$ cat config.mk
export PLATFORM = sky130hd
export DESIGN_NAME = circle_octant_rasterizer_top
export DESIGN_NICKNAME = d
export VERILOG_FILES = /design/src/rtl/core/cor_pkg.sv /design/src/rtl/core/circle_octant_rasterizer_top.sv /design/src/rtl/core/cor_front.sv /design/src/rtl/core/cor_fifo.sv /design/src/rtl/core/cor_isqrt.sv /design/src/rtl/core/cor_back.sv
export SDC_FILE = /design/constraint.sdc
export NUM_CORES = 1
export LEC_CHECK = 0
export ABC_AREA = 0
export BUFFER_PORTS_ARGS = -buffer_cell sky130_fd_sc_hd__buf_2
export CAP_MARGIN = 10
export CORE_MARGIN = 10
export CORE_UTILIZATION = 50
export CTS_BUF_LIST = sky130_fd_sc_hd__clkbuf_4 sky130_fd_sc_hd__clkbuf_8
export DETAILED_ROUTE_END_ITERATION = 10
export GPL_TIMING_DRIVEN = 0
export PLACE_DENSITY = 0.66
export SETUP_SLACK_MARGIN = 0.15
export SLEW_MARGIN = 20
export SYNTH_ARGS = -nofsm -noshare
export SYNTH_HDL_FRONTEND = slang
export SYNTH_SLANG_ARGS = --single-unit
$ cat constraint.sdc
create_clock -name clk -period 13.5 [get_ports clk]
set_input_delay 2.025 -clock clk [delete_from_list [all_inputs] [get_ports clk]]
set_output_delay 2.025 -clock clk [all_outputs]
set_load 0.05 [all_outputs]
$ cat src/rtl/core/cor_pkg.sv
// ----------------------------------------------------------------------------
// cor_pkg
// Shared widths, codes and the command word for the circle octant rasterizer.
// ----------------------------------------------------------------------------
package cor_pkg;

	// coordinate and derived widths
	localparam int COORD_BITS = 11;
	localparam int DIFF_BITS  = COORD_BITS + 1;
	localparam int SQ_BITS    = 2 * DIFF_BITS;
	localparam int ROOT_BITS  = SQ_BITS / 2;
	localparam int OUT_BITS   = 13;
	localparam int DEC_BITS   = 17;

	// command queue
	localparam int FIFO_DEPTH = 2;
	localparam int FIFO_PTR_BITS = 1;
	localparam int FIFO_CNT_BITS = 2;

	// item modes
	localparam logic MODE_START   = 1'b0;
	localparam logic MODE_ADVANCE = 1'b1;

	// result status codes
	localparam logic STATUS_POINT = 1'b0;
	localparam logic STATUS_DONE  = 1'b1;

	// decision constants
	localparam logic signed [DEC_BITS-1:0] DEC_BASE  = DEC_BITS'(3);
	localparam logic signed [DEC_BITS-1:0] INC_PLAIN = DEC_BITS'(6);
	localparam logic signed [DEC_BITS-1:0] INC_DIAG  = DEC_BITS'(10);

	// one classified command between front and back
	typedef struct packed {
		logic                         mode;
		logic signed [COORD_BITS-1:0] cx;
		logic signed [COORD_BITS-1:0] cy;
		logic [SQ_BITS-1:0]           sq;
	} cmd_t;

endpackage

$ cat src/rtl/core/circle_octant_rasterizer_top.sv
// ----------------------------------------------------------------------------
// circle_octant_rasterizer_top
// Midpoint circle generator: start and advance words in, pixel words out.
// ----------------------------------------------------------------------------
// Input channel (in_valid/in_stall): mode 0 starts a circle from a center
// and an edge point, mode 1 advances one octant step. Output channel
// (out_valid/out_stall): each word is a point or a finished status, with
// last_of_run on the final word caused by one input word.
// A start runs a bit-serial square root in the back end, then emits eight
// points one per cycle while the receiver does not stall. An advance emits
// eight points or one status word, one word per cycle while not stalled.
// The back end sequencer, with its single output register, takes the next
// queued word only once the last word of the current one has been loaded.
// A two-entry command queue lets the front take up to three words ahead.
// Reset (arst_n low) clears the queue, drops any circle and empties the
// output register. When the receiver stalls, the output word holds and the
// back end waits; the front keeps accepting until the queue fills.
// ----------------------------------------------------------------------------
module circle_octant_rasterizer_top (
	input  logic                                  clk,
	input  logic                                  arst_n,
	input  logic                                  in_valid,
	output logic                                  in_stall,
	input  logic                                  mode,
	input  logic signed [cor_pkg::COORD_BITS-1:0] center_x,
	input  logic signed [cor_pkg::COORD_BITS-1:0] center_y,
	input  logic signed [cor_pkg::COORD_BITS-1:0] edge_x,
	input  logic signed [cor_pkg::COORD_BITS-1:0] edge_y,
	output logic                                  out_valid,
	input  logic                                  out_stall,
	output logic signed [cor_pkg::OUT_BITS-1:0]   point_x,
	output logic signed [cor_pkg::OUT_BITS-1:0]   point_y,
	output logic                                  status,
	output logic                                  last_of_run
);
	import cor_pkg::*;

	logic push, pop, fifo_full, fifo_empty;
	cmd_t push_cmd, pop_cmd;

	// front end: accept and square
	cor_front u_front (
		.clk       (clk),
		.arst_n    (arst_n),
		.in_valid  (in_valid),
		.in_stall  (in_stall),
		.mode      (mode),
		.center_x  (center_x),
		.center_y  (center_y),
		.edge_x    (edge_x),
		.edge_y    (edge_y),
		.push      (push),
		.push_cmd  (push_cmd),
		.fifo_full (fifo_full)
	);

	// command queue
	cor_fifo u_fifo (
		.clk      (clk),
		.arst_n   (arst_n),
		.push     (push),
		.push_cmd (push_cmd),
		.full     (fifo_full),
		.pop      (pop),
		.pop_cmd  (pop_cmd),
		.empty    (fifo_empty)
	);

	// back end: circle state and emitter
	cor_back u_back (
		.clk         (clk),
		.arst_n      (arst_n),
		.pop_cmd     (pop_cmd),
		.empty       (fifo_empty),
		.pop         (pop),
		.out_valid   (out_valid),
		.out_stall   (out_stall),
		.point_x     (point_x),
		.point_y     (point_y),
		.status      (status),
		.last_of_run (last_of_run)
	);

endmodule

$ cat src/rtl/core/cor_front.sv
// ----------------------------------------------------------------------------
// cor_front
// Accepts input words, squares the radius vector and queues a command.
// ----------------------------------------------------------------------------
module cor_front (
	input  logic                                  clk,
	input  logic                                  arst_n,
	input  logic                                  in_valid,
	output logic                                  in_stall,
	input  logic                                  mode,
	input  logic signed [cor_pkg::COORD_BITS-1:0] center_x,
	input  logic signed [cor_pkg::COORD_BITS-1:0] center_y,
	input  logic signed [cor_pkg::COORD_BITS-1:0] edge_x,
	input  logic signed [cor_pkg::COORD_BITS-1:0] edge_y,
	output logic                                  push,
	output cor_pkg::cmd_t                         push_cmd,
	input  logic                                  fifo_full
);
	import cor_pkg::*;

	logic signed [DIFF_BITS-1:0]   dx, dy;
	logic signed [SQ_BITS-1:0]     sqx_full, sqy_full;
	logic                          valid_s1;
	logic                          mode_s1;
	logic signed [COORD_BITS-1:0]  cx_s1, cy_s1;
	logic [SQ_BITS-1:0]            sqx_s1, sqy_s1;
	logic                          accept;

	// stage holds one word until the queue has room
	assign in_stall = valid_s1 & fifo_full;
	assign accept   = in_valid & ~in_stall;
	assign push     = valid_s1 & ~fifo_full;

	// radius vector and its squares
	assign dx       = DIFF_BITS'(edge_x) - DIFF_BITS'(center_x);
	assign dy       = DIFF_BITS'(edge_y) - DIFF_BITS'(center_y);
	assign sqx_full = dx * dx;
	assign sqy_full = dy * dy;

	always_ff @(posedge clk or negedge arst_n) begin
		if (!arst_n) begin
			valid_s1 <= 1'b0;
		end else if (accept) begin
			valid_s1 <= 1'b1;
		end else if (push) begin
			valid_s1 <= 1'b0;
		end
	end

	always_ff @(posedge clk) begin
		if (accept) begin
			mode_s1 <= mode;
			cx_s1   <= center_x;
			cy_s1   <= center_y;
			sqx_s1  <= SQ_BITS'(unsigned'(sqx_full));
			sqy_s1  <= SQ_BITS'(unsigned'(sqy_full));
		end
	end

	// squared distance, summed on the way into the queue
	always_comb begin
		push_cmd.mode = mode_s1;
		push_cmd.cx   = cx_s1;
		push_cmd.cy   = cy_s1;
		push_cmd.sq   = sqx_s1 + sqy_s1;
	end

endmodule

$ cat src/rtl/core/cor_fifo.sv
// ----------------------------------------------------------------------------
// cor_fifo
// Short command queue that decouples the front from the back.
// ----------------------------------------------------------------------------
module cor_fifo (
	input  logic          clk,
	input  logic          arst_n,
	input  logic          push,
	input  cor_pkg::cmd_t push_cmd,
	output logic          full,
	input  logic          pop,
	output cor_pkg::cmd_t pop_cmd,
	output logic          empty
);
	import cor_pkg::*;

	cmd_t                     mem_q [FIFO_DEPTH];
	logic [FIFO_PTR_BITS-1:0] wp_q, rp_q;
	logic [FIFO_CNT_BITS-1:0] cnt_q;

	assign full    = (cnt_q == FIFO_CNT_BITS'(FIFO_DEPTH));
	assign empty   = (cnt_q == '0);
	assign pop_cmd = mem_q[rp_q];

	// pointers and fill count
	always_ff @(posedge clk or negedge arst_n) begin
		if (!arst_n) begin
			wp_q  <= '0;
			rp_q  <= '0;
			cnt_q <= '0;
		end else begin
			if (push) begin
				wp_q <= wp_q + 1'b1;
			end
			if (pop) begin
				rp_q <= rp_q + 1'b1;
			end
			if (push && !pop) begin
				cnt_q <= cnt_q + 1'b1;
			end else if (pop && !push) begin
				cnt_q <= cnt_q - 1'b1;
			end
		end
	end

	// storage
	always_ff @(posedge clk) begin
		if (push) begin
			mem_q[wp_q] <= push_cmd;
		end
	end

`ifndef SYNTHESIS
	a_no_overflow: assert property (@(posedge clk) disable iff (!arst_n)
		push |-> (!full || pop))
		else $error("push into full queue");
	a_no_underflow: assert property (@(posedge clk) disable iff (!arst_n)
		pop |-> !empty)
		else $error("pop from empty queue");
`endif

endmodule

$ cat src/rtl/core/cor_isqrt.sv
// ----------------------------------------------------------------------------
// cor_isqrt
// Iterative floor square root, one result bit per cycle.
// ----------------------------------------------------------------------------
module cor_isqrt (
	input  logic                             clk,
	input  logic                             arst_n,
	input  logic                             start,
	input  logic [cor_pkg::SQ_BITS-1:0]      n,
	output logic                             done,
	output logic [cor_pkg::ROOT_BITS-1:0]    root
);
	import cor_pkg::*;

	logic [SQ_BITS:0] rem_q, res_q, bit_q, trial;
	logic             ge;
	logic             done_q;

	assign trial = res_q + bit_q;
	assign ge    = (rem_q >= trial);
	assign done  = done_q;
	assign root  = res_q[ROOT_BITS-1:0];

	// control: bit_q nonzero while busy
	always_ff @(posedge clk or negedge arst_n) begin
		if (!arst_n) begin
			bit_q  <= '0;
			done_q <= 1'b0;
		end else begin
			done_q <= (bit_q == (SQ_BITS+1)'(1));
			if (start) begin
				bit_q <= (SQ_BITS+1)'(1) << (SQ_BITS - 2);
			end else begin
				bit_q <= bit_q >> 2;
			end
		end
	end

	// remainder and partial root
	always_ff @(posedge clk) begin
		if (start) begin
			rem_q <= {1'b0, n};
			res_q <= '0;
		end else if (bit_q != '0) begin
			if (ge) begin
				rem_q <= rem_q - trial;
				res_q <= (res_q >> 1) + bit_q;
			end else begin
				res_q <= res_q >> 1;
			end
		end
	end

endmodule

$ cat src/rtl/core/cor_back.sv
// ----------------------------------------------------------------------------
// cor_back
// Holds the circle state, runs the step or root, and emits result words.
// ----------------------------------------------------------------------------
module cor_back (
	input  logic                                clk,
	input  logic                                arst_n,
	input  cor_pkg::cmd_t                       pop_cmd,
	input  logic                                empty,
	output logic                                pop,
	output logic                                out_valid,
	input  logic                                out_stall,
	output logic signed [cor_pkg::OUT_BITS-1:0] point_x,
	output logic signed [cor_pkg::OUT_BITS-1:0] point_y,
	output logic                                status,
	output logic                                last_of_run
);
	import cor_pkg::*;

	localparam logic [1:0] ST_IDLE = 2'd0;
	localparam logic [1:0] ST_SQRT = 2'd1;
	localparam logic [1:0] ST_EMIT = 2'd2;

	logic [1:0]                   state_q;
	logic signed [COORD_BITS-1:0] cx_q, cy_q;
	logic signed [OUT_BITS-1:0]   ox_q, oy_q;
	logic signed [DEC_BITS-1:0]   dec_q;
	logic                         active_q;
	logic                         fin_q;
	logic [2:0]                   k_q;

	logic                         out_valid_q;
	logic signed [OUT_BITS-1:0]   point_x_q, point_y_q;
	logic                         status_q, last_q;

	logic                         sqrt_start, sqrt_done;
	logic [ROOT_BITS-1:0]         sqrt_root;

	logic signed [DEC_BITS-1:0]   dec_nx;
	logic signed [OUT_BITS-1:0]   ox_nx, oy_nx;
	logic                         step_end;
	logic signed [OUT_BITS-1:0]   ax, by, px, py;
	logic                         load, emit;

	cor_isqrt u_isqrt (
		.clk    (clk),
		.arst_n (arst_n),
		.start  (sqrt_start),
		.n      (pop_cmd.sq),
		.done   (sqrt_done),
		.root   (sqrt_root)
	);

	assign pop        = (state_q == ST_IDLE) & ~empty;
	assign sqrt_start = pop & (pop_cmd.mode == MODE_START);

	// one midpoint step from the current offsets
	always_comb begin
		if (dec_q < 0) begin
			dec_nx = dec_q + (DEC_BITS'(ox_q) <<< 2) + INC_PLAIN;
			oy_nx  = oy_q;
		end else begin
			dec_nx = dec_q + ((DEC_BITS'(ox_q) - DEC_BITS'(oy_q)) <<< 2) + INC_DIAG;
			oy_nx  = oy_q - OUT_BITS'(1);
		end
		ox_nx    = ox_q + OUT_BITS'(1);
		step_end = (oy_nx < ox_nx);
	end

	// mirrored point k: odd k swaps x and y, sign pattern from k[2:1]
	always_comb begin
		ax = k_q[0] ? oy_q : ox_q;
		by = k_q[0] ? ox_q : oy_q;
		px = (k_q[2] ^ k_q[1]) ? OUT_BITS'(cx_q) - ax : OUT_BITS'(cx_q) + ax;
		py = k_q[2] ? OUT_BITS'(cy_q) - by : OUT_BITS'(cy_q) + by;
	end

	// output register takes a new word when empty or drained
	assign load = ~out_valid_q | ~out_stall;
	assign emit = load & (state_q == ST_EMIT);

	// sequencer and circle state
	always_ff @(posedge clk or negedge arst_n) begin
		if (!arst_n) begin
			state_q  <= ST_IDLE;
			cx_q     <= '0;
			cy_q     <= '0;
			ox_q     <= '0;
			oy_q     <= '0;
			dec_q    <= '0;
			active_q <= 1'b0;
			fin_q    <= 1'b0;
			k_q      <= '0;
		end else begin
			unique case (state_q)
				ST_IDLE: begin
					if (pop) begin
						k_q <= '0;
						if (pop_cmd.mode == MODE_START) begin
							cx_q    <= pop_cmd.cx;
							cy_q    <= pop_cmd.cy;
							state_q <= ST_SQRT;
						end else begin
							state_q <= ST_EMIT;
							if (!active_q) begin
								fin_q <= 1'b1;
							end else begin
								dec_q    <= dec_nx;
								ox_q     <= ox_nx;
								oy_q     <= oy_nx;
								fin_q    <= step_end;
								active_q <= ~step_end;
							end
						end
					end
				end
				ST_SQRT: begin
					if (sqrt_done) begin
						ox_q     <= '0;
						oy_q     <= OUT_BITS'(sqrt_root);
						dec_q    <= DEC_BASE - (DEC_BITS'(sqrt_root) <<< 1);
						active_q <= 1'b1;
						fin_q    <= 1'b0;
						state_q  <= ST_EMIT;
					end
				end
				ST_EMIT: begin
					if (load) begin
						k_q <= k_q + 3'd1;
						if (fin_q || k_q == 3'd7) begin
							state_q <= ST_IDLE;
						end
					end
				end
				default: begin
					state_q <= ST_IDLE;
				end
			endcase
		end
	end

	// output word register
	always_ff @(posedge clk or negedge arst_n) begin
		if (!arst_n) begin
			out_valid_q <= 1'b0;
		end else if (load) begin
			out_valid_q <= (state_q == ST_EMIT);
		end
	end

	always_ff @(posedge clk) begin
		if (emit) begin
			point_x_q <= fin_q ? '0 : px;
			point_y_q <= fin_q ? '0 : py;
			status_q  <= fin_q ? STATUS_DONE : STATUS_POINT;
			last_q    <= fin_q | (k_q == 3'd7);
		end
	end

	assign out_valid   = out_valid_q;
	assign point_x     = point_x_q;
	assign point_y     = point_y_q;
	assign status      = status_q;
	assign last_of_run = last_q;

`ifndef SYNTHESIS
	a_done_is_last: assert property (@(posedge clk) disable iff (!arst_n)
		(out_valid_q && status_q == STATUS_DONE) |-> last_q)
		else $error("finished word not marked last");
	a_active_in_octant: assert property (@(posedge clk) disable iff (!arst_n)
		active_q |-> !(oy_q < ox_q))
		else $error("active circle left the octant");
	a_fin_inactive: assert property (@(posedge clk) disable iff (!arst_n)
		(state_q == ST_EMIT && fin_q) |-> !active_q)
		else $error("finished word while circle active");
	a_root_in_sqrt: assert property (@(posedge clk) disable iff (!arst_n)
		sqrt_done |-> (state_q == ST_SQRT))
		else $error("root ready outside root wait");
`endif

endmodule

==> Word level (Yosys, flattened, before mapping) <==
Memory sizes are Yosys's and may differ from the RTL's.
Cells that the tools add are included.
{ "word_totals": {"input_bits": 49, "ram_bits": 94, "output_inout_bits": 30, "elab_cells": 157, "regBits": 251, "memories": 1} }
{ "classes": {"bitwise_logic": 16, "reduce_logical": 21, "addsub": 23, "mux": 52, "magnitude_cmp": 3, "n_eq_ne": 11, "mul": 2} }
{ "memory_table": {"columns": ["name", "depth", "word_bits", "rd", "rd_clocked_by_memory_dff", "write_ports", "line", "rtl"], "rows": [
  ["u_fifo.mem_q", 2, 47, 1, 0, 1, "cor_fifo.sv:17", "cmd_t mem_q [FIFO_DEPTH];"]
]} }
{ "op_table": {"columns": ["cell", "count"], "rows": [
  ["13-bit 2-to-1 mux", 13],
  ["17-bit 2-to-1 mux", 5],
  ["24-bit 2-to-1 mux", 3],
  ["13-bit one-hot mux with 2 select lines", 2],
  ["12-bit by 12-bit multiplier with 24-bit output", 2],
  ["17-bit one-hot mux with 2 select lines", 1],
  ["11-bit by 13-bit adder with 13-bit output", 2],
  ["11-bit by 13-bit subtractor with 13-bit output", 2],
  ["24-bit by 23-bit adder with 25-bit output", 1],
  ["25-bit by 23-bit adder with 25-bit output", 1],
  ["25-bit >= comparator", 1],
  ["25-bit 2-to-1 mux", 1],
  ["25-bit nonzero test", 1],
  ["25-bit subtractor", 1],
  ["24-bit adder", 1],
  ["11-bit by 11-bit subtractor with 12-bit output", 2],
  ["23-bit by 1-bit == test with 1-bit output (second input constant)", 1],
  ["23-bit 2-to-1 mux", 1],
  ["17-bit by 15-bit adder with 17-bit output", 1],
  ["17-bit by 16-bit adder with 17-bit output", 1],
  ["17-bit by 4-bit adder with 17-bit output (second input constant)", 1],
  ["17-bit by 5-bit adder with 17-bit output (second input constant)", 1],
  ["17-bit by 1-bit < comparator with 1-bit output (second input constant)", 1],
  ["2-bit 2-to-1 mux", 7],
  ["32 further kinds", 75]
]} }

==> Logic depth before layout (Yosys ltp) <==
Gate-level depths: netlist of the first run.
{ "depth": {"ltp_word": 8, "mapped_depth": 33, "ltp_nobuf": 32} }

==> Modules after synthesis <==
From an unflattened synthesis of the first run, not the netlist that was laid out.
{ "unflattened": {"hier_cells": 3322, "hier_area_um2": 32399.8} }
{ "modules_own_cells": {"columns": ["mod", "instances", "cells_each", "area_per_inst_um2"], "rows": [
  ["cor_front", 1, 1491, 14227.4],
  ["cor_back", 1, 1044, 9213.8],
  ["cor_isqrt", 1, 625, 5301.3],
  ["cor_fifo", 1, 162, 3657.3]
]} }

==> Worst setup path before layout of the first run <==
No wires, ideal clock.
{ "synth_timing": {"path_type": "in2reg", "start": "input port edge_y[0] in the netlist's numbering", "end": "register u_front.sqy_s1[21] (data pin)", "arrival_ns": 8.539, "path_stages": 31, "setup_time_ns": 0.258, "n_path_buf": 0, "path_slack_ns": 4.704, "required_ns": 13.242, "cell_sequence": "inv_1 -> ha_1 -> inv_1 -> fa_1 -> a21o_1 -> a21oi_1 -> o21ai_0 -> a21oi_1 -> o21bai_1 -> a21o_1 -> xnor2_1 -> clkinv_1 -> nand2_1 -> inv_1 -> fa_1 -> ha_1 -> inv_1 -> fa_1 -> inv_1 -> fa_1 -> fa_1 -> ha_1 -> a21oi_1 -> nor2b_1 -> a41o_1 -> o41ai_1 -> o2111a_1 -> nor3_1 -> a41oi_1 -> nor2b_1 -> xnor2_1"} }
{ "synth_between": {"elab_chain_cells": 2} }
{ "synth_rtl": {"columns": ["element", "line", "rtl"], "rows": [
  ["start, declared", "circle_octant_rasterizer_top.sv:28", "input logic signed [cor_pkg::COORD_BITS-1:0] edge_y,"],
  ["11-bit by 11-bit subtractor with 12-bit output", "cor_front.sv:36", "assign dy = DIFF_BITS'(edge_y) - DIFF_BITS'(center_y);"],
  ["12-bit by 12-bit multiplier with 24-bit output", "cor_front.sv:38", "assign sqy_full = dy * dy;"],
  ["net u_front.sqy_full[21]", "cor_front.sv:22", "logic signed [SQ_BITS-1:0] sqx_full, sqy_full;"],
  ["end signal, assigned", "cor_front.sv:56", "sqy_s1 <= SQ_BITS'(unsigned'(sqy_full));"],
  ["end, declared", "cor_front.sv:26", "logic [SQ_BITS-1:0] sqx_s1, sqy_s1;"]
]} }
The timed path passes the listed nets, and every way through them passes these cells.
A chain may end at the register's enable or synchronous reset.

==> Worst setup path after layout of the first run <==
{ "layout_timing": {"start": "input port edge_y[0] in the netlist's numbering", "end": "register u_front.sqy_s1[23] (data pin)"} }
Same word-level chain as after synthesis.

==> impl_metrics.csv, run 1 <==
group,metric,value,unit
outcome,outcome,"finished clean",
detailed_routing,wire_per_inst,18.26,µm
timing,worst-slew-pin-transition,1.176,ns
clock_network,cts_tree,"done",
grt,antenna_found_initial,0,
final_layout,fill_cells,5495,
die,die-area,72270,µm²
synthesis,netlist_instances,3188,
placed_design,port_buffers,78,
clock_network,cts_buffers,56,
synthesis,ys_top_cells_by_area,"edfxtp_1 21%, fa_1 16%, ha_1 13%, dfrtp_1 7.3%, inv_1 5.0%",
timing,rsz0062_at_grt,"no",
timing,final-setup-viol-count,0,
final_layout,area_delta_synth_final,8.948,%
worst_setup_path,r2r-end,"u_back.u_isqrt.rem_q[0]",
job,maxCapViolCount,0,
worst_setup_path,path_max_fanout,10,
placed_design,hpwl,61.44,mm
worst_setup_path,cp_data_required_time,13.86,ns
timing,max_freq,104.7,MHz
min_path,hold_end,"u_fifo.mem_q[0][32]",
final_layout,diodes,0,
worst_setup_path,setup.worst_path.start,"edge_y[0]",
clock_network,clockBufferDepth,3,
grt,grt_usage,21.61,%
synthesis,postSynth.asyncResetShare,27.19,%
synthesis,synth-edff-count,215,
timing,final_max_slew_viol_count,0,
clock_network,post_cts_buffers,0,
detailed_routing,drt_iter0_markers,1531,
worst_setup_path,cpMaxStageDelayCell,"clkinv_1",
die,die_w,268.8,µm
clock_network,worstSkewPairLatency,0.69,ns
clock_network,cts_sinks,331,
worst_setup_path,worstSetupPathType,"in -> reg",
clock_network,path_clk_slew,0.06,ns
timing,slew-limit-headroom,21.05,%
worst_setup_path,reg2regPathDepth,18,
synthesis,ys_seq_area_share,29.81,%
die,fp.dieH,268.8,µm
synthesis,yosys.cell_types.count,85,
die,rows,91,
min_path,whs_path_depth,0,
placed_design,dp_cells,4061,
clock_network,htree_levels,2,
detailed_routing,vias,23130,
timing,fin_skew,0.07183,ns
timing,hold_violations,0,
final_layout,layout_commonest_cell,"inv_1",
detailed_routing,via_per_inst,5.554,
synthesis,ys_ff_latch,331,
worst_setup_path,cp-end-kind,"register",
die,io_pins,79,
grt,first_global_vias,24260,
final_layout,final_cells,4165,
clock_network,cts_root_buffer,"clkbuf_8",
synthesis,synth_nets,3810,
placed_design,gp_congestion,0.9400,
worst_setup_path,arrival,9.91,ns
final_layout,drive_above_1_share,6.933,%
timing,fin_setup_tns,0,ns
die,start_util,50.35,%
detailed_routing,antenna_left,0,
synthesis,synth_area,30960,µm²
synthesis,yosys.area.top_type,"edfxtp_1",
min_path,hold_start,"u_front.cy_s1[8]",
timing,period_share,70.77,%
clock_network,cts_resized,0,
detailed_routing,remaining_drc_errors,0,
final_layout,layout.nets,3951,
clock_network,cts_hold_buf,0,
worst_setup_path,r2r_slack,7.41,ns
min_path,hold_path_class,"reg -> reg",
worst_setup_path,r2r_start,"u_back.u_isqrt.res_q[2]",
detailed_routing,finalWirelength,76.06,mm
timing,min_period,9.554,ns
synthesis,synth_top_area_share,20.85,%
detailed_routing,dr.pass1.iters,5,
synthesis,yosys_warnings,0,
worst_setup_path,crit_path_max_incr_delay,0.55,ns
synthesis,synth.avg_cell_area,9.711,µm²
grt,grt_max_degree,74,
grt,grt_pass1_wl,124.9,mm
die,core,61480,µm²
grt,grt_overflow,0,
worst_setup_path,cp-start-kind,"primary input",
final_layout,final_cell_mix,"416 x inv_1, 318 x ha_1, 301 x nor2_1",
synthesis,ys.flop_type,"edfxtp_1",
-- Yosys cell counts, drive strengths merged, types with 14 or more instances --
cell type / instances
nand2b: 28
fa: 255
clkinv: 14
a31oi: 34
nand2: 238
dfrtp: 90
a211oi: 21
xor2: 89
o21a: 16
and2: 24
dfxtp: 26
o21ai: 152
nand3: 46
mux2i: 68
ha: 318
or3: 15
a21o: 57
o31ai: 16
a21oi: 155
nor2b: 34
o21bai: 23
and3: 27
clkbuf: 84
inv: 418
nor3: 59
xnor2: 172
edfxtp: 215
nor2: 304
-- cell families (layout without fill, tap and decap cells) --
group / Yosys count / in the layout / synth area share [%]
AO/OA/AOI/OAI: 595 / 595 / 12.49
XOR/XNOR: 261 / 261 / 7.384
adder cells (fa/ha/maj): 573 / 573 / 29.34
buffers and inverters: 528 / 715 / 6.471
flip-flops: 331 / 331 / 29.81
multiplexers: 75 / 75 / 2.453
AND/OR/NAND/NOR: 825 / 825 / 12.05
-- how the worst max path moves through the flow --
stage	cells past startpoint	slack, ns	endpoint
finish	32	3.95	u_front.sqy_s1[23]
global route	30	3.40	u_front.sqy_s1[21]
CTS	30	3.99	u_front.sqy_s1[23]
detailed placement	30	3.31	u_front.sqy_s1[21]
global placement	32	3.43	u_front.sqy_s1[21]
floorplan	31	4.70	u_front.sqy_s1[21]
-- flip-flops by register name, indices dropped and copies added, names as in the netlist, 2 cells and up --
signal / cells
u_back.cx_q: 11
u_back.cy_q: 11
u_back.dec_q: 16
u_back.k_q: 3
u_back.ox_q: 13
u_back.oy_q: 13
u_back.point_x: 13
u_back.point_y: 13
u_back.state_q: 2
u_back.u_isqrt.bit_q: 12
u_back.u_isqrt.rem_q: 25
u_back.u_isqrt.res_q: 25
u_fifo.cnt_q: 2
u_fifo.mem_q: 94
u_front.cx_s1: 11
u_front.cy_s1: 11
u_front.sqx_s1: 23
u_front.sqy_s1: 23
-- layout make-up --
| class | instances | area, µm² | area share, % |
|---|---|---|---|
| buffer | 96 | 381.6 | 1.131 |
| timing repair buffer | 83 | 519.2 | 1.539 |
| inverter | 432 | 1622 | 4.808 |
| multi-input combinational | 2329 | 19750 | 58.56 |
| clock inverter | 24 | 250.2 | 0.7419 |
| clock buffer | 80 | 988.4 | 2.931 |
| tap | 790 | 988.4 | 2.931 |
| sequential | 331 | 9229 | 27.36 |
-- metal layers --
metal | up-vias | wire length (µm) | GRT usage (%) | share of wire (%)
met4 | 0 | 3001 | 8.593 | 3.9
met5 | - | 0 | 0 | 0
met3 | 139 | 3175 | 2.735 | 4.2
met1 | 11350 | 31040 | 25.90 | 41
met2 | 548 | 38850 | 38.80 | 51
li1 | 11100 | - | - | -
-- worst max-delay path, delay by kind of cell --
| kind | cells | cell delay (ns) |
|---|---|---|
| compound gates | 12 | 2.71 |
| xor+xnor | 2 | 0.68 |
| fa+ha+maj | 8 | 3.17 |
| buf+inv | 7 | 0.98 |
| simple gates | 3 | 0.37 |
-- stage by stage --
stage / utilization [%] / cell area [µm²] / worst slack [ns] / hold WS, ns
after floorplan: - / 30960 / 4.704 / 0.4215
after global placement: 52.59 / 32340 / 3.425 / 0.4255
after detailed placement: 52.84 / 32490 / 3.312 / 0.4337
after CTS: 54.86 / 33730 / 3.994 / 0.3966
after global routing: 54.86 / 33730 / 3.396 / 0.4003
final: 54.86 / 33730 / 3.946 / 0.4032
Power of run 1 is not shown: default switching activity piles up to over one toggle a cycle in this logic, so the estimate is an artifact.
==> run 2: changes to the inputs <==
Settings changed: ABC_AREA 0 to 1.
Clock period 13.5 ns to 9.12 ns, I/O delays scaled along.
==> impl_metrics.csv, run 2 <==
group,metric,value,unit
outcome,outcome,"finished clean",
detailed_routing,wire_per_inst,16.53,µm
detailed_routing,drt_iter0_markers,1921,
die,die_w,278.2,µm
timing,slew-limit-headroom,37.39,%
min_path,hold_path_class,"reg -> reg",
grt,first_global_vias,27240,
die,core,65980,µm²
synthesis,synthTopCellsByCount,"869 x nand2_1, 759 x inv_1, 352 x nor2_1, 318 x ha_1, 255 x fa_1",
worst_setup_path,cp-end-kind,"register",
worst_setup_path,r2r_start,"u_back.u_isqrt.bit_q[2]",
detailed_routing,met2_length,40.76,mm
synthesis,postSynth.asyncResetShare,27.19,%
worst_setup_path,critPathCapture,"u_front.sqx_s1[17]",
die,fp.dieH,278.2,µm
detailed_routing,finalWirelength,86.01,mm
synthesis,netlist_instances,4141,
clock_network,clockBufferDepth,3,
placed_design,gp_congestion,0.9167,
synthesis,yosysMostFrequentCell,"nand2_1",
detailed_routing,vias,27290,
synthesis,ys.flop_type,"edfxtp_1",
synthesis,ys_seq_area_share,27.69,%
final_layout,layout.nets,4908,
clock_network,cts_resized,0,
die,io_pins,79,
worst_setup_path,cpMaxStageDelayCell,"fa_1",
detailed_routing,route.layer.met1.wl,38.81,mm
timing,fin_skew,0.03250,ns
timing,setup_ws,1.694,ns
clock_network,cts_sinks,331,
grt,antenna_found_initial,1,
worst_setup_path,r2r-end,"u_back.u_isqrt.rem_q[16]",
grt,grt_pass1_wl,140.0,mm
timing,final-setup-viol-count,0,
synthesis,ys_top_cells_by_area,"edfxtp_1 19%, fa_1 15%, ha_1 12%, nand2_1 9.8%, inv_1 8.5%",
worst_setup_path,path_max_fanout,10,
clock_network,cts_hold_buf,0,
timing,period_share,81.43,%
clock_network,worstSkewPairLatency,0.67,ns
final_layout,top_register,"u_fifo.mem_q",
clock_network,post_cts_buffers,0,
placed_design,place_ws,1.064,ns
timing,hold_violations,0,
final_layout,largest_reg_flops,94,
detailed_routing,top_layer_used,"met4",
job,maxCapViolCount,0,
clock_network,cts_tree,"done",
detailed_routing,dr_wl_met3,3.969,mm
synthesis,ys_ff_latch,331,
final_layout,drive_above_1_share,6.527,%
synthesis,synth_top_area_share,19.37,%
die,die-area,77400,µm²
synthesis,synth_nets,4763,
synthesis,synth_area,33330,µm²
timing,rsz0062_at_grt,"no",
grt,grt_usage,22.22,%
synthesis,synth-edff-count,215,
timing,final_max_slew_viol_count,0,
timing,worst-slew-pin-transition,0.9319,ns
detailed_routing,remaining_drc_errors,0,
final_layout,area_delta_synth_final,8.993,%
clock_network,cts_buffers,59,
worst_setup_path,setup.worst_path.start,"center_x[10]",
final_layout,largestRegisters,"u_fifo.mem_q: 94 flops, u_back.u_isqrt.rem_q: 25 flops, u_back.u_isqrt.res_q: 25 flops",
grt,grt_max_degree,52,
synthesis,synthSimpleGateAreaFrac,19.98,%
worst_setup_path,worstSetupPathType,"in -> reg",
clock_network,path_clk_slew,0.06,ns
worst_setup_path,crit_path_max_incr_delay,0.54,ns
synthesis,synth_mux_area_share,0.06006,%
worst_setup_path,cp_data_required_time,9.53,ns
detailed_routing,dr.pass1.iters,6,
synthesis,synth_fa_ha_area_share,27.25,%
timing,min_period,7.426,ns
synthesis,synthXorXnorAreaFrac,4.594,%
synthesis,synth_top_family_by_area,"adder cells",
final_layout,layout_commonest_cell,"nand2_1",
timing,max_freq,134.7,MHz
synthesis,synth-compound-area-share,10.58,%
timing,fin_setup_tns,0,ns
final_layout,fill_cells,6237,
detailed_routing,via_per_inst,5.246,
die,rows,94,
detailed_routing,antenna_left,0,
die,start_util,50.52,%
synthesis,yosys.area.top_type,"edfxtp_1",
worst_setup_path,arrival,7.83,ns
synthesis,yosys_warnings,0,
clock_network,htree_levels,2,
synthesis,yosys.cell_types.count,60,
placed_design,port_buffers,78,
worst_setup_path,crit_top_cell,"inv_1",
worst_setup_path,r2r_slack,4.37,ns
worst_setup_path,reg2regPathDepth,21,
final_layout,final_cell_mix,"868 x nand2_1, 758 x inv_1, 349 x nor2_1",
grt,grt_overflow,0,
clock_network,cts_root_buffer,"clkbuf_8",
timing,whs,0.4398,ns
worst_setup_path,cp-start-kind,"primary input",
synthesis,synth.avg_cell_area,8.050,µm²
placed_design,hpwl,70.38,mm
-- run 2: cell count changes after synthesis, sizes merged, moves of 45 or more --
cell	delta
a21oi	+69
clkbuf	-45
inv	+349
mux2i	-66
nand2	+639
nand3	+156
nand4	+61
nor2	+53
o21ai	+68
xnor2	-127
-- run 2: routing by layer --
layer | vias to the layer above | GRT usage, %
li1 | 13710 | -
met1 | 12860 | 29.35
met2 | 583 | 37.48
met3 | 134 | 2.837
met4 | 0 | 7.009
met5 | - | 0
-- run 2: logic make-up (layout without fill, tap and decap cells) --
| family | count (synthesis) | after routing |
|---|---|---|
| buffers and inverters | 852 | 1047 |
| flip-flops | 331 | 331 |
| XOR/XNOR | 174 | 174 |
| other | 0 | 2 |
| multiplexers | 2 | 2 |
| AO/OA/AOI/OAI | 616 | 616 |
| AND/OR/NAND/NOR | 1593 | 1593 |
| adder cells (fa/ha/maj) | 573 | 573 |
-- run 2: per-stage QoR --
| stage | instances | instance area (µm²) | utilization [%] |
|---|---|---|---|
| after global routing | 5201 | 36330 | 55.06 |
| after global placement | 5083 | 34810 | 52.75 |
| after floorplan | 4141 | 33330 | - |
| final | 5202 | 36330 | 55.07 |
| after CTS | 5200 | 36320 | 55.05 |
| after detailed placement | 5089 | 34980 | 53.02 |
-- run 2: layout make-up --
cell class	count	area [µm²]	share of cell area [%]
antenna	2	5.005	0.01378
clock buffer	78	979.7	2.696
timing repair buffer	84	539.3	1.484
tap	864	1081	2.975
buffer	79	382.9	1.054
clock inverter	33	365.4	1.006
sequential	331	9229	25.40
inverter	773	2904	7.993
multi-input combinational	2958	20850	57.38
-- run 2: critical path: cells and delay by family --
family | cells | cell delay (ns)
AOI/OAI and AO/OA | 2 | 0.43
xor gates and xnor gates | 1 | 0.10
adders and majority gates | 7 | 3.31
buffers and inverters | 10 | 1.15
and+or+nand+nor | 8 | 1.47
-- run 2: how the worst min path moves through the flow --
stage | startpoint | endpoint | slack (ns) | cells past startpoint
final | u_front.cx_s1[5] | u_fifo.mem_q[1][40] | 0.44 | 0
after global placement | u_front.cx_s1[7] | u_fifo.mem_q[0][42] | 0.42 | 0
after floorplan | u_front.cy_s1[0] | u_fifo.mem_q[0][24] | 0.42 | 0
after detailed placement | u_front.cy_s1[2] | u_fifo.mem_q[1][26] | 0.43 | 0
after global routing | u_front.cy_s1[8] | u_fifo.mem_q[0][32] | 0.45 | 0
after CTS | u_front.cx_s1[5] | u_fifo.mem_q[1][40] | 0.44 | 0
Power of run 2 is left out for the same reason.
==> run 3: changes to the inputs <==
Clock period 9.12 ns to 7.1 ns, I/O delays scaled along.
==> impl_metrics.csv, run 3 (synthesis results as in run 2) <==
group,metric,value,unit
clock_network,worstSkewPairLatency,0.68,ns
worst_setup_path,cp-end-kind,"register",
final_layout,final_cells,5207,
outcome,outcome,"finished clean",
die,fp.dieH,278.2,µm
final_layout,seq_area,9229,µm²
final_layout,top_register,"u_fifo.mem_q",
final_layout,area_delta_synth_final,9.823,%
worst_setup_path,crit_path_max_incr_delay,0.52,ns
detailed_routing,wire_per_inst,16.56,µm
worst_setup_path,cp_data_required_time,7.51,ns
timing,min_period,6.759,ns
grt,grt_usage,22.23,%
die,die-area,77400,µm²
detailed_routing,remaining_drc_errors,0,
detailed_routing,vias,27430,
clock_network,cts_sinks,331,
timing,whs,0.2919,ns
worst_setup_path,crit_buf_inv,7,
worst_setup_path,crit_top_cell,"fa_1",
die,core,65980,µm²
timing,fin_skew,0.03374,ns
detailed_routing,dr.pass1.iters,6,
timing,final-setup-viol-count,0,
detailed_routing,antenna_left,0,
timing,setup_ws,0.3408,ns
worst_setup_path,cp-start-kind,"primary input",
placed_design,port_buffers,78,
placed_design,place_ws,-0.6531,ns
placed_design,dp_cells,5089,
job,maxCapViolCount,0,
grt,grt_max_degree,52,
die,start_util,50.52,%
clock_network,cts_buffers,59,
die,rows,94,
detailed_routing,finalWirelength,86.24,mm
timing,final_max_slew_viol_count,0,
detailed_routing,via_per_inst,5.267,
timing,rsz0062_at_grt,"yes",
clock_network,cts_root_buffer,"clkbuf_8",
worst_setup_path,arrival,7.17,ns
grt,grt_pass1_wl,140.1,mm
final_layout,final_cell_mix,"860 x nand2_1, 753 x inv_1, 339 x nor2_1",
clock_network,htree_levels,2,
clock_network,cts_tree,"done",
timing,max_freq,147.9,MHz
final_layout,layout_commonest_cell,"nand2_1",
grt,grt_overflow,0,
grt,antenna_found_initial,1,
final_layout,postLayoutCoreUtil,55.48,%
worst_setup_path,critical_path.top_delay_family,"adder cells",
placed_design,gp_congestion,0.9167,
clock_network,path_clk_slew,0.06,ns
worst_setup_path,worstSetupPathType,"in -> reg",
timing,period_share,95.20,%
worst_setup_path,path_max_fanout,6,
final_layout,layout.nets,4913,
timing,worst-slew-pin-transition,0.9046,ns
timing,hold_violations,0,
detailed_routing,drt_iter0_markers,1920,
final_layout,largestRegisters,"u_fifo.mem_q: 94 flops, u_back.u_isqrt.rem_q: 25 flops, u_back.u_isqrt.res_q: 25 flops",
clock_network,clockBufferDepth,3,
final_layout,drive_above_1_share,7.855,%
final_layout,largest_reg_flops,94,
min_path,hold_path_class,"in -> async",
die,die_w,278.2,µm
final_layout,multi_input_area,21060,µm²
grt,first_global_vias,27240,
placed_design,hpwl,70.38,mm
die,io_pins,79,
clock_network,cts_hold_buf,0,
worst_setup_path,cpMaxStageDelayCell,"fa_1",
final_layout,fill_cells,6214,
timing,slew-limit-headroom,39.23,%
[run 3: repair_timing]
item                                    in CTS  in global routing
pin swaps                                    0                  5
setup buffers                                0                  5
gates resized for setup                      4                 75
gates cloned                                 0                  0
endpoints found under the setup margin       3                 22
[run 3: routing by layer]
metal / global-route usage (%) / part of all wire (%) / routed length, µm
met4: 7.009 / 2.9 / 2524
met5: 0 / 0 / 0
met3: 2.837 / 5.2 / 4509
met1: 29.38 / 45 / 38440
met2: 37.48 / 47 / 40770
[run 3: worst paths after layout]
path	slack, ns	startpoint	cells past startpoint	endpoint
max	0.34	center_x[0]	30	u_front.sqx_s1[17]
min	0.29	arst_n	1	u_back.dec_q[15]
max reg2reg	2.36	u_back.u_isqrt.bit_q[2]	21	u_back.u_isqrt.rem_q[18]
min reg2reg	0.44	u_front.cx_s1[5]	0	u_fifo.mem_q[1][40]
max in group asynchronous	6.15	arst_n	2	u_fifo.cnt_q[0]
min in group clk	0.44	u_front.cx_s1[5]	0	u_fifo.mem_q[1][40]
[run 3: layout make-up]
cell class                      count  area share, %
Multi-Input combinational cell   2958          57.53
Sequential cell                   331          25.21
Inverter                          773          7.946
Tap cell                          864          2.953
Clock buffer                       78          2.676
Timing Repair Buffer               89          1.610
Buffer                             79          1.066
Clock inverter                     33         0.9980
Antenna cell                        2        0.01367
[run 3: worst register-to-register path: cells and delay by family (launching register included)]
family          cells  cell delay, ns
compound gates      3            0.78
simple gates       12            2.00
flops               1            0.45
buf+inv             3            0.16
xor+xnor            1            0.24
fa+ha+maj           2            0.69
[run 3: through the flow]
stage	instance area [µm²]	setup TNS, ns
2_1_floorplan	33330	0
3_3_place_gp	34810	-8.787
3_5_place_dp	34980	-8.940
4_1_cts	36340	0
5_1_grt	36610	0
6_report	36610	0
Power of run 3 is left out for the same reason.
